===== src/hdl/pahp_pkg.sv =====
// Shared types and constants of the proxy address header parser.
package pahp_pkg;

    // Configuration register indexes
    localparam logic [1:0] REG_IPV4_TYPE = 2'd0;
    localparam logic [1:0] REG_HOST_TYPE = 2'd1;
    localparam logic [1:0] REG_IPV6_TYPE = 2'd2;

    // Configuration reset values
    localparam logic [3:0] IPV4_TYPE_RESET = 4'd1;
    localparam logic [3:0] HOST_TYPE_RESET = 4'd3;
    localparam logic [3:0] IPV6_TYPE_RESET = 4'd4;

    // Address kinds
    localparam logic [1:0] KIND_NONE = 2'd0;
    localparam logic [1:0] KIND_IPV4 = 2'd1;
    localparam logic [1:0] KIND_HOST = 2'd2;
    localparam logic [1:0] KIND_IPV6 = 2'd3;

    // Byte roles
    localparam logic [2:0] ROLE_TYPE    = 3'd0;
    localparam logic [2:0] ROLE_HOSTLEN = 3'd1;
    localparam logic [2:0] ROLE_ADDR    = 3'd2;
    localparam logic [2:0] ROLE_PORT    = 3'd3;
    localparam logic [2:0] ROLE_PAYLOAD = 3'd4;
    localparam logic [2:0] ROLE_IGNORED = 3'd5;

    // Parse status codes
    localparam logic [1:0] STATUS_OK        = 2'd0;
    localparam logic [1:0] STATUS_BAD_TYPE  = 2'd1;
    localparam logic [1:0] STATUS_TRUNCATED = 2'd2;

    // Fixed address lengths
    localparam logic [8:0] IPV4_ADDR_LEN = 9'd4;
    localparam logic [8:0] IPV6_ADDR_LEN = 9'd16;

    typedef struct packed {
        logic [7:0] data_byte;
        logic       first_byte;
        logic       last_byte;
    } in_item_t;

    typedef struct packed {
        logic [2:0]  byte_role;
        logic [7:0]  address_index;
        logic        header_done;
        logic [8:0]  hdr_total;
        logic [1:0]  address_kind;
        logic [15:0] port_value;
        logic [1:0]  parse_status;
    } out_item_t;

    // Classified byte as it travels from front to back
    typedef struct packed {
        logic [7:0] data_byte;
        logic       first_byte;
        logic       last_byte;
        logic [1:0] type_kind;
    } class_item_t;

endpackage


===== src/hdl/pahp_front.sv =====
// Front end: configuration registers and type-nibble classification of each byte.
module pahp_front
    import pahp_pkg::*;
(
    input  logic        clk,
    input  logic        rst_n,
    input  logic        cfg_wen,
    input  logic [1:0]  cfg_index,
    input  logic [3:0]  cfg_data,
    input  in_item_t    in_data,
    output class_item_t class_item
);

    logic [3:0] ipv4_code_reg;
    logic [3:0] host_code_reg;
    logic [3:0] ipv6_code_reg;
    logic [3:0] nibble;
    logic [1:0] type_kind;

    always_ff @(posedge clk or negedge rst_n)
    begin
        if (!rst_n)
        begin
            ipv4_code_reg <= IPV4_TYPE_RESET;
            host_code_reg <= HOST_TYPE_RESET;
            ipv6_code_reg <= IPV6_TYPE_RESET;
        end
        else if (cfg_wen)
        begin
            if (cfg_index == REG_IPV4_TYPE)
            begin
                ipv4_code_reg <= cfg_data;
            end
            if (cfg_index == REG_HOST_TYPE)
            begin
                host_code_reg <= cfg_data;
            end
            if (cfg_index == REG_IPV6_TYPE)
            begin
                ipv6_code_reg <= cfg_data;
            end
        end
    end

    assign nibble = in_data.data_byte[3:0];

    // Host wins over IPv4, IPv4 over IPv6 when codes overlap
    always_comb
    begin
        priority if (nibble == host_code_reg)
        begin
            type_kind = KIND_HOST;
        end
        else if (nibble == ipv4_code_reg)
        begin
            type_kind = KIND_IPV4;
        end
        else if (nibble == ipv6_code_reg)
        begin
            type_kind = KIND_IPV6;
        end
        else
        begin
            type_kind = KIND_NONE;
        end
    end

    assign class_item.data_byte  = in_data.data_byte;
    assign class_item.first_byte = in_data.first_byte;
    assign class_item.last_byte  = in_data.last_byte;
    assign class_item.type_kind  = type_kind;

endmodule


===== src/hdl/pahp_queue.sv =====
// Short FIFO of classified bytes between front and back.
module pahp_queue
    import pahp_pkg::*;
#(
    parameter int DEPTH = 4
)
(
    input  logic        clk,
    input  logic        rst_n,
    input  logic        push,
    input  class_item_t push_item,
    output logic        full,
    input  logic        pop,
    output logic        not_empty,
    output class_item_t pop_item
);

    localparam int PTR_W = (DEPTH > 1) ? $clog2(DEPTH) : 1;
    localparam int CNT_W = $clog2(DEPTH + 1);
    localparam logic [PTR_W-1:0] LAST_PTR = PTR_W'(DEPTH - 1);
    localparam logic [CNT_W-1:0] FULL_CNT = CNT_W'(DEPTH);

    class_item_t            slot_reg [DEPTH];
    logic [PTR_W-1:0]       wr_ptr_reg;
    logic [PTR_W-1:0]       wr_ptr_next;
    logic [PTR_W-1:0]       rd_ptr_reg;
    logic [PTR_W-1:0]       rd_ptr_next;
    logic [CNT_W-1:0]       count_reg;
    logic [CNT_W-1:0]       count_next;

    assign full      = (count_reg == FULL_CNT);
    assign not_empty = (count_reg != '0);
    assign pop_item  = slot_reg[rd_ptr_reg];

    always_comb
    begin
        wr_ptr_next = wr_ptr_reg;
        rd_ptr_next = rd_ptr_reg;
        count_next  = count_reg;
        if (push)
        begin
            wr_ptr_next = (wr_ptr_reg == LAST_PTR) ? '0 : wr_ptr_reg + 1'b1;
        end
        if (pop)
        begin
            rd_ptr_next = (rd_ptr_reg == LAST_PTR) ? '0 : rd_ptr_reg + 1'b1;
        end
        if (push && !pop)
        begin
            count_next = count_reg + 1'b1;
        end
        else if (pop && !push)
        begin
            count_next = count_reg - 1'b1;
        end
    end

    always_ff @(posedge clk or negedge rst_n)
    begin
        if (!rst_n)
        begin
            wr_ptr_reg <= '0;
            rd_ptr_reg <= '0;
            count_reg  <= '0;
        end
        else
        begin
            wr_ptr_reg <= wr_ptr_next;
            rd_ptr_reg <= rd_ptr_next;
            count_reg  <= count_next;
        end
    end

    always_ff @(posedge clk)
    begin
        if (push)
        begin
            slot_reg[wr_ptr_reg] <= push_item;
        end
    end

endmodule


===== src/hdl/pahp_back.sv =====
// Back end: header parse state machine and output register.
module pahp_back
    import pahp_pkg::*;
(
    input  logic        clk,
    input  logic        rst_n,
    input  logic        q_valid,
    input  class_item_t q_item,
    output logic        q_pop,
    output logic        out_valid,
    input  logic        out_ready,
    output out_item_t   out_data
);

    typedef enum logic [6:0] {
        PH_TYPE    = 7'b0000001,
        PH_HOSTLEN = 7'b0000010,
        PH_ADDR    = 7'b0000100,
        PH_PORTHI  = 7'b0001000,
        PH_PORTLO  = 7'b0010000,
        PH_PAYLOAD = 7'b0100000,
        PH_ERROR   = 7'b1000000
    } phase_t;

    phase_t      phase_reg;
    phase_t      phase_next;
    phase_t      phase_cur;
    logic [1:0]  kind_reg;
    logic [1:0]  kind_next;
    logic [7:0]  host_len_reg;
    logic [7:0]  host_len_next;
    logic [8:0]  position_reg;
    logic [8:0]  position_next;
    logic [7:0]  port_high_reg;
    logic [7:0]  port_high_next;
    logic        out_valid_reg;
    out_item_t   out_data_reg;
    out_item_t   result;
    logic        pending;
    logic [7:0]  addr_start;
    logic [7:0]  addr_idx;
    logic [8:0]  addr_len;
    logic [8:0]  position_inc;

    // Take a byte whenever the output register is free or being emptied
    assign q_pop     = q_valid && (!out_valid_reg || out_ready);
    assign out_valid = out_valid_reg;
    assign out_data  = out_data_reg;

    assign phase_cur    = q_item.first_byte ? PH_TYPE : phase_reg;
    assign position_inc = position_reg + 9'd1;
    assign addr_start   = (kind_reg == KIND_HOST) ? 8'd2 : 8'd1;
    assign addr_idx     = position_reg[7:0] - addr_start;

    always_comb
    begin
        unique case (kind_reg)
            KIND_HOST: addr_len = {1'b0, host_len_reg};
            KIND_IPV6: addr_len = IPV6_ADDR_LEN;
            default:   addr_len = IPV4_ADDR_LEN;
        endcase
    end

    always_comb
    begin
        phase_next     = phase_cur;
        kind_next      = kind_reg;
        host_len_next  = host_len_reg;
        position_next  = position_reg;
        port_high_next = port_high_reg;
        pending        = 1'b0;
        result         = '0;

        unique case (phase_cur)
            PH_TYPE:
            begin
                kind_next        = q_item.type_kind;
                host_len_next    = '0;
                port_high_next   = '0;
                position_next    = 9'd1;
                result.byte_role = ROLE_TYPE;
                unique case (q_item.type_kind)
                    KIND_HOST:
                    begin
                        phase_next = PH_HOSTLEN;
                        pending    = 1'b1;
                    end
                    KIND_IPV4, KIND_IPV6:
                    begin
                        phase_next = PH_ADDR;
                        pending    = 1'b1;
                    end
                    default:
                    begin
                        result.parse_status = STATUS_BAD_TYPE;
                        phase_next          = PH_ERROR;
                    end
                endcase
            end
            PH_HOSTLEN:
            begin
                result.byte_role = ROLE_HOSTLEN;
                host_len_next    = q_item.data_byte;
                position_next    = 9'd2;
                phase_next       = (q_item.data_byte == 8'd0) ? PH_PORTHI : PH_ADDR;
                pending          = 1'b1;
            end
            PH_ADDR:
            begin
                result.byte_role     = ROLE_ADDR;
                result.address_index = addr_idx;
                position_next        = position_inc;
                if (({1'b0, addr_idx} + 9'd1) >= addr_len)
                begin
                    phase_next = PH_PORTHI;
                end
                pending = 1'b1;
            end
            PH_PORTHI:
            begin
                result.byte_role = ROLE_PORT;
                port_high_next   = q_item.data_byte;
                position_next    = position_inc;
                phase_next       = PH_PORTLO;
                pending          = 1'b1;
            end
            PH_PORTLO:
            begin
                result.byte_role   = ROLE_PORT;
                position_next      = position_inc;
                result.header_done = 1'b1;
                result.hdr_total   = position_inc;
                result.port_value  = {port_high_reg, q_item.data_byte};
                phase_next         = PH_PAYLOAD;
            end
            PH_PAYLOAD:
            begin
                result.byte_role = ROLE_PAYLOAD;
            end
            default:
            begin
                result.byte_role = ROLE_IGNORED;
                phase_next       = PH_ERROR;
            end
        endcase

        // Packet end: flag an unfinished header and expect a type byte next
        if (q_item.last_byte)
        begin
            if (pending)
            begin
                result.parse_status = STATUS_TRUNCATED;
            end
            phase_next = PH_TYPE;
        end

        result.address_kind = kind_next;
    end

    always_ff @(posedge clk or negedge rst_n)
    begin
        if (!rst_n)
        begin
            phase_reg     <= PH_TYPE;
            kind_reg      <= KIND_NONE;
            host_len_reg  <= '0;
            position_reg  <= '0;
            port_high_reg <= '0;
            out_valid_reg <= 1'b0;
        end
        else
        begin
            if (q_pop)
            begin
                phase_reg     <= phase_next;
                kind_reg      <= kind_next;
                host_len_reg  <= host_len_next;
                position_reg  <= position_next;
                port_high_reg <= port_high_next;
                out_valid_reg <= 1'b1;
            end
            else if (out_ready)
            begin
                out_valid_reg <= 1'b0;
            end
        end
    end

    always_ff @(posedge clk)
    begin
        if (q_pop)
        begin
            out_data_reg <= result;
        end
    end

endmodule


===== src/hdl/proxy_address_header_parser_top.sv =====
// Proxy address header parser: parses a destination header one byte per item.
//
// Input channel in_valid/in_ready/in_data carries one packet byte per item with
// first/last marks. Output channel out_valid/out_ready/out_data returns exactly
// one result item per input item, in order: the byte's role, address index,
// and on the byte that completes a header its length, kind and port.
// Type codes are set through cfg_wen/cfg_index/cfg_data. The user must set them only
// while the block is idle; the block itself does not enforce this.
// An accepted byte is registered in the queue, and the parse stage pops it and
// loads its result into the output register. Throughput: one byte per cycle
// while the receiver does not stall. The front classifies each byte's type
// nibble and pushes it into a queue of QUEUE_DEPTH entries; the back pops one
// entry a cycle while its output register is free or being emptied.
// When the receiver stalls, the output register holds its item, the back stops
// popping, and in_ready drops once the queue is full.
// Reset empties the queue and output register, restores the default type codes
// (IPv4 1, host 3, IPv6 4) and leaves the parser expecting a type byte.
module proxy_address_header_parser_top
    import pahp_pkg::*;
#(
    parameter int QUEUE_DEPTH = 4
)
(
    input  logic       clk,
    input  logic       rst_n,
    input  logic       in_valid,
    output logic       in_ready,
    input  in_item_t   in_data,
    output logic       out_valid,
    input  logic       out_ready,
    output out_item_t  out_data,
    input  logic       cfg_wen,
    input  logic [1:0] cfg_index,
    input  logic [3:0] cfg_data
);

    class_item_t class_item;
    class_item_t q_item;
    logic        q_full;
    logic        q_valid;
    logic        q_pop;
    logic        push;

    assign in_ready = !q_full;
    assign push     = in_valid && !q_full;

    pahp_front u_front (
        .clk        (clk),
        .rst_n      (rst_n),
        .cfg_wen    (cfg_wen),
        .cfg_index  (cfg_index),
        .cfg_data   (cfg_data),
        .in_data    (in_data),
        .class_item (class_item)
    );

    pahp_queue #(
        .DEPTH (QUEUE_DEPTH)
    ) u_queue (
        .clk       (clk),
        .rst_n     (rst_n),
        .push      (push),
        .push_item (class_item),
        .full      (q_full),
        .pop       (q_pop),
        .not_empty (q_valid),
        .pop_item  (q_item)
    );

    pahp_back u_back (
        .clk       (clk),
        .rst_n     (rst_n),
        .q_valid   (q_valid),
        .q_item    (q_item),
        .q_pop     (q_pop),
        .out_valid (out_valid),
        .out_ready (out_ready),
        .out_data  (out_data)
    );

endmodule


===== config.mk =====
export PLATFORM = sky130hd
export DESIGN_NAME = proxy_address_header_parser_top
export DESIGN_NICKNAME = d
export VERILOG_FILES = /design/src/hdl/pahp_pkg.sv /design/src/hdl/pahp_front.sv /design/src/hdl/pahp_queue.sv /design/src/hdl/pahp_back.sv /design/src/hdl/proxy_address_header_parser_top.sv
export SDC_FILE = /design/constraint.sdc
export NUM_CORES = 1
export LEC_CHECK = 0
export BUFFER_PORTS_ARGS = -buffer_cell sky130_fd_sc_hd__buf_2
export CAP_MARGIN = 20
export CORE_MARGIN = 2
export CORE_UTILIZATION = 45
export CTS_BUF_LIST = sky130_fd_sc_hd__clkbuf_2
export DETAILED_ROUTE_END_ITERATION = 10
export PLACE_DENSITY = 0.65
export SLEW_MARGIN = 20
export SYNTH_ARGS = -nofsm -noshare
export SYNTH_HDL_FRONTEND = slang
export SYNTH_SLANG_ARGS = --single-unit

===== constraint.sdc =====
create_clock -name clk -period 3.49 [get_ports clk]
set_input_delay 0.1745 -clock clk [delete_from_list [all_inputs] [get_ports clk]]
set_output_delay 0.1745 -clock clk [all_outputs]
set_load 0.05 [all_outputs]

==> flow_metrics.tcl, run 1 <==
set metrics [dict create \
    yosys_warnings 0 \
    clkSinkCount 143 \
    cp-end-kind "flip-flop" \
    ios 64 \
    synth_edf_count 89 \
    drive_above_1_share 0.2705 \
    seq_area_frac_synth 0.6049 \
    cp_top_family "adder cells" \
    fp.coreArea_sq_um 14480 \
    synthMostInstantiatedCell "edfxtp_1" \
    ys_async_sr_fraction 0.3776 \
    cp_num_buf_inv 2 \
    route.detailed.drc 0 \
    cellPowerDensity_nw_per_um2 893.2 \
    hold_viol 0 \
    fmax_mhz 297.8 \
    die_y_microns 125.7 \
    syn_inst 503 \
    vias 4386 \
    die_w_microns 125.7 \
    clk_pin_slew_ns 0.21 \
    grt_pass1_wl_microns 21780 \
    tns_ns 0 \
    syn_area_per_cell_sq_um 13.25 \
    cts_buffer_depth 2 \
    area_growth_pct 17.18 \
    pre_cts_ws_ns 0.004376 \
    globalRouteTotalUtil 0.1763 \
    clk_latency_ns 0.71 \
    skew_ns 0.03066 \
    worstSetupStartpointType "flip-flop" \
    place_hpwl_microns 9260 \
    period_minus_slack_ns 3.358 \
    grt_pass1_vias 4421 \
    layout.nets 649 \
    min_period_over_period 0.9621 \
    fin_ws_ns 0.1322 \
    outcome "finished, final reports clean" \
    drt-wirelength-per-cell_microns 16.55 \
    crit_slowest_cell "fa_2" \
    synthesis.area_sq_um 6663 \
    yosys_most_used_dff "edfxtp_1" \
    start_util 0.4602 \
    synth_fp_nets 544 \
    finalWirelength_microns 13330 \
    die-area_sq_um 15800 \
    numCtsBuffers 17 \
    avgViaCountPerCell 5.448 \
    yosys-top-cells-count "edfxtp_1, dfrtp_1, nor2_1" \
    setup_viol 0 \
    synth_top_area_frac 0.4011 \
    grt_max_degree 35 \
    ys_seq_elements 143 \
    cap_violations 0 \
    cts_tree "done" \
    synth_cell_type_count 63 \
    firstDrtPassIters 4 \
    worst-path-max-fanout 3 \
    synth_area_leaders "edfxtp_1, dfrtp_1, mux4_2" \
    diodes 0 \
    antenna_left 0 \
    largest_register_ffs 48 \
    critPathKind "flip-flop to flip-flop" \
    gp_congestion 0.9034 \
    cpPeakStageDelay_ns 0.60 \
    synth_largest_area_cell "edfxtp_1" \
    peakVddDrop_mv 0.3559 \
    io_buffers 63 \
    cp_data_required_time_ns 4.13 \
    worst_pin_slew_ns 0.7950 \
    antenna_found_initial 0 \
    worstPathCellList "nor2b_4, inv_2, ha_2, inv_1, fa_2, ha_4, nor2_1, a21oi_1, nor3_1, a41oi_1, xnor2_1, ha_1, nand4_1, o311a_1, o32ai_2, o21bai_1, a22oi_2" \
    slew_headroom 0.4682 \
    worstHoldPathType "input port to flip-flop" \
    cts-root-buf "clkbuf_2" \
    crit_arrival_ns 4.00 \
    rows 44 \
    drtIter0Drc 313 \
    drv_slew 0 \
    grt-ovfl-total 0 \
    htreeDepth 4 \
    leakagePower_nw 3.188 \
]
-- report_power, final --
| part | internal, mW | switching, mW |
|---|---|---|
| Sequential | 2.28 | 0.249 |
| Combinational | 1.38 | 2.13 |
| Clock | 0.325 | 0.596 |
-- worst paths after layout --
| check | start | end | slack [ns] | cells after the start |
|---|---|---|---|---|
| min in group asynchronous | rst_n | u_front.host_code_reg[1] | 0.52 | 3 |
| min reg2reg | u_queue.count_reg[2] | u_queue.count_reg[2] | 0.51 | 1 |
| max reg2reg | u_back.kind_reg[1] | u_back.phase_reg[3] | 0.13 | 17 |
| max in group asynchronous | rst_n | u_queue.rd_ptr_reg[0] | 1.72 | 4 |
| max | u_back.kind_reg[1] | u_back.phase_reg[3] | 0.13 | 17 |
| min | in_data[7] | u_queue.slot_reg[0][9] | 0.20 | 2 |
-- stage by stage --
step | instances | hold slack [ns] | total power, mW | area [sq um] | util
2_1_floorplan | 503 | -0.1211 | 5.062 | 6684 | -
3_3_place_gp | 744 | 0.1635 | 5.808 | 7234 | 0.4997
3_5_place_dp | 744 | 0.1641 | 5.898 | 7234 | 0.4997
4_1_cts | 802 | 0.1233 | 6.883 | 7730 | 0.5339
5_1_grt | 805 | 0.1102 | 7.472 | 7807 | 0.5392
6_report | 805 | 0.1986 | 6.974 | 7807 | 0.5392
-- per-layer routing --
layer | wire length [microns] | global-route usage
met3 | 599 | 0.04333
met2 | 6927 | 0.3027
met1 | 5426 | 0.2075
met4 | 372 | 0.08693
met5 | 0 | 0
-- kinds of logic after synthesis --
family | count (synthesis) | synth area share
and+or+nand+nor | 150 | 0.1234
adders and majority gates | 20 | 0.03981
muxes | 27 | 0.06573
buffers and inverters | 45 | 0.03080
AOI/OAI and AO/OA | 81 | 0.08676
DFF | 143 | 0.6049
xor gates and xnor gates | 37 | 0.04864
-- cells in the final DEF (no fill, tap or decap), types with 3 or more instances in the layout --
cell and n:
edfxtp_1 89, buf_2 63, dfrtp_1 49, nor2_1 33, nand2_1 29, dlygate4sd3_1 26
and2_1 20, xnor2_1 20, inv_1 19, buf_4 19, a22o_1 18, clkbuf_2 17
xor2_1 16, ha_1 16, o21ai_0 15, mux2_2 14, mux4_2 12, nand3_1 9
a31oi_1 9, a21oi_1 9, and3_1 8, nor3_1 7, a41oi_1 5, nand2b_1 5
dfstp_2 5, o22ai_1 4, nor4_1 4, nand3b_1 4, clkinv_2 4, nor2b_1 3
inv_2 3, or2_2 3, or4_1 3, a21o_1 3, nand4_1 3, inv_6 3
clkinv_1 3
-- cell type report --
cell class,count,area [sq um]
Clock buffer,17,85.08
Clock inverter,15,142.6
Fill cell,1234,6671
Inverter,22,82.58
Multi-Input combinational cell,315,2507
Sequential cell,143,4030
Tap cell,184,230.2
Timing Repair Buffer,109,729.5
-- what timing repair did --
| action | in CTS | in global routing |
|---|---|---|
| buffers inserted | 0 | 3 |
| gates resized for setup | 1 | 12 |
| endpoints found under the setup margin | 1 | 2 |
| hold buffers | 26 | 0 |
| pin swaps | 0 | 13 |
| hold endpoints to repair | 110 | 0 |
(Power assumes the default switching activity.)
==> run 2, diff against run 1 <==
- ABC_AREA: unset -> 1
- HOLD_SLACK_MARGIN: unset -> 0.06
- RECOVER_POWER: unset -> 25
==> flow_metrics.tcl, run 2 <==
set metrics [dict create \
    failed_checks "max-capacitance violations, max-slew violations" \
    synth_edf_count 89 \
    ys_seq_elements 143 \
    grt_max_degree 52 \
    start_util 0.4590 \
    final.fill_count 1305 \
    cellPowerDensity_nw_per_um2 855.6 \
    die_y_microns 125.5 \
    hold_viol 0 \
    globalRouteTotalUtil 0.1760 \
    die-area_sq_um 15760 \
    synth_largest_area_cell "edfxtp_1" \
    r2r-start "u_back.kind_reg[1]" \
    mostFrequentLayoutCell "nand2_1" \
    syn_inst 654 \
    slew_headroom -0.2960 \
    design_area_sq_um 7691 \
    worst-path-max-fanout 4 \
    yosys_warnings 0 \
    grt-ovfl-total 0 \
    antenna_found_initial 0 \
    fmax_mhz 311.1 \
    clk_pin_slew_ns 0.21 \
    final_cell_mix "nand2_1, edfxtp_1, nor2_1" \
    skew_ns 0.02865 \
    reg2reg_setup_slack_ns 0.28 \
    hp-start "out_ready" \
    cts-root-buf "clkbuf_2" \
    synthesis.area_sq_um 6646 \
    vias 4793 \
    finalWirelength_microns 13150 \
    min_period_over_period 0.9210 \
    synth_cell_type_count 38 \
    gp_congestion 0.8583 \
    synthMostInstantiatedCell "nand2_1" \
    clkSinkCount 143 \
    numCtsBuffers 17 \
    yosys-top-cells-count "nand2_1, edfxtp_1, inv_1" \
    antenna_left 0 \
    period_minus_slack_ns 3.214 \
    largest_register_ffs 48 \
    cts_tree "done" \
    peakVddDrop_mv 0.3122 \
    rows 44 \
    io_buffers 63 \
    drive_above_1_share 0.1788 \
    synth_fp_nets 695 \
    area_growth_pct 15.72 \
    route.detailed.drc 0 \
    hold-path-cell-count 3 \
    hold_path_end "u_back.out_valid" \
    grt_pass1_vias 4705 \
    reg2reg_to "u_back.phase_reg[3]" \
    tns_ns 0 \
    outcome "finished, violations left" \
    synth_top_area_frac 0.4021 \
    layout.nets 800 \
    worstHoldPathType "input port to flip-flop" \
    avgViaCountPerCell 5.014 \
    power_mw 6.581 \
    place_hpwl_microns 8899 \
    drv_slew 37 \
    cap_violations 1 \
    critPathKind "flip-flop to flip-flop" \
    fp.coreArea_sq_um 14480 \
    cp-end-kind "flip-flop" \
    yosys_most_used_dff "edfxtp_1" \
    grt_pass1_wl_microns 22020 \
    rr_worst_depth 22 \
    synth_area_leaders "edfxtp_1, dfrtp_1, nand2_1" \
    seq_area_frac_synth 0.6064 \
    worst_pin_slew_ns 1.944 \
    placed_cell_area_sq_um 7182 \
    ys_async_sr_fraction 0.3776 \
    diodes 0 \
    htreeDepth 4 \
    leakagePower_nw 3.391 \
    drtIter0Drc 406 \
    cts_buffer_depth 2 \
    firstDrtPassIters 4 \
    syn_area_per_cell_sq_um 10.16 \
    clk_latency_ns 0.73 \
    drt-wirelength-per-cell_microns 13.75 \
    worstSetupStartpointType "flip-flop" \
    die_w_microns 125.5 \
    crit_arrival_ns 3.85 \
    cp_data_required_time_ns 4.13 \
    setup_viol 0 \
    ios 64 \
]
run 2: cell types whose count changed after synthesis, sizes merged, moves of 9 or more:
cell    before  now
nand2       29  155
nor2        34   72
mux4        12    0
a22o        18    0
o21ai       16   52
inv         22   77
clkbuf      13    4
and2        21    0
nand3       11   51
mux2        14    0
run 2: timing repair:
action                                  4_1_cts  5_1_grt
endpoints found under the setup margin        0        2
endpoints found under the hold margin       171        0
gates resized for setup                       0       13
hold buffers                                 27        0
buffers inserted                              0        2
run 2: logic make-up after synthesis:
family                     Yosys count  synth area share
AOI/OAI and AO/OA                   77           0.06646
xor gates and xnor gates            26           0.03426
DFF                                143            0.6064
buffers and inverters               93           0.05892
adders and majority gates           20           0.03991
and+or+nand+nor                    295            0.1941
run 2: worst max path at each step:
stage | from | endpoint | slack (ns)
2_1_floorplan | u_back.kind_reg[1] | u_back.phase_reg[3] | 0.37
3_3_place_gp | u_back.kind_reg[1] | u_back.phase_reg[3] | 0.20
3_5_place_dp | u_back.kind_reg[1] | u_back.phase_reg[3] | 0.06
4_1_cts | u_back.kind_reg[1] | u_back.phase_reg[3] | 0.01
5_1_grt | u_back.kind_reg[1] | u_back.phase_reg[3] | -0.02
6_report | u_back.kind_reg[1] | u_back.phase_reg[3] | 0.28
run 2: per-layer routing:
layer,vias to the layer above,global-route usage,share of wire
met5,-,0,0
met4,0,0.08170,0.026
li1,2389,-,-
met1,2270,0.2052,0.42
met3,28,0.04450,0.040
met2,106,0.3049,0.51
run 2: where the power goes:
part	switching, mW	internal (mW)	total (mW)
combinational	2.33	0.945	3.28
clock	0.602	0.250	0.852
sequential	0.182	2.27	2.45
total	3.11	3.47	6.58
run 2: cell type report:
class	instances	area, sq um	area share
inverter	77	291.5	0.03790
sequential	143	4030	0.5240
tap	184	230.2	0.02993
clock buffer	17	85.08	0.01106
clock inverter	15	118.9	0.01545
timing repair buffer	102	658.1	0.08557
multi-input combinational	418	2277	0.2961
run 2: stage by stage:
stage	utilization	worst slack (ns)	instances	hold WS, ns
3_3_place_gp	0.4960	0.2039	895	0.1341
3_5_place_dp	0.4960	0.05578	895	0.1508
5_1_grt	0.5312	-0.01589	956	0.1270
6_report	0.5312	0.2758	956	0.1807
2_1_floorplan	-	0.3684	654	-0.1211
4_1_cts	0.5288	0.01258	954	0.09521
run 2: worst max-delay path: stages (launching register included):
cell     delay (ns)
dfrtp_1        0.43
inv_2          0.09
nor2_1         0.06
inv_2          0.08
ha_1           0.14
inv_1          0.06
fa_2           0.54
inv_1          0.08
nor3_4         0.14
nand4_1        0.18
nor3_2         0.21
xor2_1         0.17
ha_1           0.24
inv_1          0.07
nor2_1         0.07
nand4_1        0.07
nand2_1        0.07
a21oi_2        0.14
nand3_1        0.09
nand2_1        0.06
nand2_1        0.04
nand2_1        0.06
nand2_1        0.05
==> run 3, diff against run 2 <==
- BUFFER_PORTS_ARGS: -buffer_cell sky130_fd_sc_hd__buf_2 -> -buffer_cell sky130_fd_sc_hd__buf_4
==> flow_metrics.tcl, run 3 (synthesis gave the netlist of run 2 again) <==
set metrics [dict create \
    outcome "finished, final reports clean" \
    vias 4742 \
    avgViaCountPerCell 4.965 \
    crit_arrival_ns 3.82 \
    min_period_over_period 0.9117 \
    cp_data_required_time_ns 4.13 \
    globalRouteTotalUtil 0.1753 \
    cap_violations 0 \
    power_mw 6.806 \
    cp-end-kind "flip-flop" \
    start_util 0.4590 \
    seqPwrFrac 0.363 \
    io_buffers 63 \
    fin_ws_ns 0.3081 \
    critPathKind "flip-flop to flip-flop" \
    gp_congestion 0.8592 \
    drtIter0Drc 303 \
    p_int_mw 3.707 \
    ios 64 \
    die_w_microns 125.5 \
    grt_pass1_vias 4660 \
    drt-wirelength-per-cell_microns 13.79 \
    antenna_found_initial 0 \
    fmax_mhz 314.3 \
    area_growth_pct 18.24 \
    worstHoldPathType "input port to flip-flop" \
    die_y_microns 125.5 \
    setup_viol 0 \
    htreeDepth 4 \
    drv_slew 0 \
    switchingPower_mw 3.099 \
    diodes 0 \
    route.detailed.drc 0 \
    drive_above_1_share 0.1829 \
    antenna_left 0 \
    regArea_sq_um 4030 \
    place_hpwl_microns 8830 \
    clkSinkCount 143 \
    final.fill_count 1312 \
    period_minus_slack_ns 3.182 \
    cts_tree "done" \
    grt-ovfl-total 0 \
    cts-root-buf "clkbuf_2" \
    swShare 0.4554 \
    worst_pin_slew_ns 1.269 \
    skew_ns 0.04022 \
    grt_max_degree 52 \
    combPwrFrac 0.491 \
    fin_hold_ws_ns 0.2119 \
    clockPowerShare 0.146 \
    clk_latency_ns 0.71 \
    clk_pin_slew_ns 0.23 \
    finalWirelength_microns 13170 \
    cellPowerDensity_nw_per_um2 866.0 \
    mostFrequentLayoutCell "nand2_1" \
    final_cell_mix "nand2_1, edfxtp_1, inv_1" \
    slew_headroom 0.1538 \
    leakagePower_nw 3.465 \
    rows 44 \
    firstDrtPassIters 5 \
    pre_cts_ws_ns 0.09321 \
    cts_buffer_depth 2 \
    peakVddDrop_mv 0.2490 \
    worstSetupStartpointType "flip-flop" \
    largest_register_ffs 48 \
    grt_pass1_wl_microns 21910 \
    worst-path-max-fanout 4 \
    die-area_sq_um 15760 \
    hold_viol 0 \
    fp.coreArea_sq_um 14480 \
    numCtsBuffers 17 \
    multi_input_area_sq_um 2275 \
    layout.nets 799 \
]
-- run 3: cell types whose count changed in the layout (fill, tap and decap cells not counted), sizes merged --
| cell | previous run | this run |
|---|---|---|
| clkinvlp | 4 | 1 |
| buf | 63 | 61 |
| bufinv | 1 | 3 |
| clkbuf | 29 | 30 |
| inv | 80 | 81 |
-- run 3: per-stage QoR --
stage / std cells / cell area, sq um / TNS (ns) / utilization
after floorplan: 654 / 6646 / 0 / -
after global placement: 894 / 7332 / 0 / 0.5064
after detailed placement: 894 / 7332 / 0 / 0.5064
after CTS: 954 / 7880 / 0 / 0.5442
after global routing: 955 / 7859 / -0.01768 / 0.5428
final: 955 / 7859 / 0 / 0.5428
-- run 3: area by class of cell --
cell class              instances  share of cell area
multi-input cells             418              0.2894
inverters                      77             0.03710
well taps                     184             0.02929
clock inverters                15             0.02102
clock buffers                  17             0.01083
flip-flops and latches        143              0.5128
repair buffers                101             0.09951
-- run 3: per-layer routing --
layer  vias up  GRT usage  part of all wire
li1       2377          -                 -
met1      2241     0.2108              0.42
met2       104     0.2973              0.52
met3        20    0.04279             0.037
met4         0    0.08235             0.022
met5         -          0                 0
-- run 3: critical path: stages (launching register included) --
cell and delay [ns]:
dfrtp_1 0.44, inv_2 0.09, nor2_2 0.05, inv_2 0.09, ha_1 0.15, inv_1 0.06
fa_2 0.54, ha_1 0.18, nand2_1 0.07, nor2_2 0.14, nand2_1 0.08, xor2_1 0.15
ha_1 0.31, a21oi_1 0.13, nor2_1 0.05, nor2_1 0.08, nand2_1 0.06, a21oi_2 0.13
nand3_1 0.09, nand2_1 0.06, nand2_1 0.05, nand2_1 0.05, nand2_1 0.04
-- run 3: timing repair --
action | CTS | global route
hold buffers | 28 | 0
resized for setup | 0 | 12
hold endpoints to repair | 163 | 0
setup endpoints to repair | 0 | 2
buffers inserted | 0 | 1
-- run 3: power groups by stage --
stage                     Clock, mW  Combinational [mW]  Sequential (mW)
after global placement            0                3.17             2.49
after detailed placement          0                3.24             2.51
after floorplan                   0                1.87             3.01
after CTS                      1.04                3.29             2.47
after global routing           1.10                3.71             2.52
final                         0.996                3.34             2.47
-- run 3: path summary, 6_finish.rpt --
path | startpoint | end | slack [ns] | cells past startpoint
max in group asynchronous | rst_n | u_back.port_high_reg[0] | 1.43 | 4
min in group asynchronous | rst_n | u_front.ipv6_code_reg[2] | 0.78 | 3
worst min register to register | u_front.host_code_reg[0] | u_front.host_code_reg[0] | 0.54 | 2
worst max register to register | u_back.kind_reg[1] | u_back.phase_reg[3] | 0.31 | 22
worst min-delay path | out_ready | u_back.out_valid | 0.21 | 3
worst max-delay path | u_back.kind_reg[1] | u_back.phase_reg[3] | 0.31 | 22
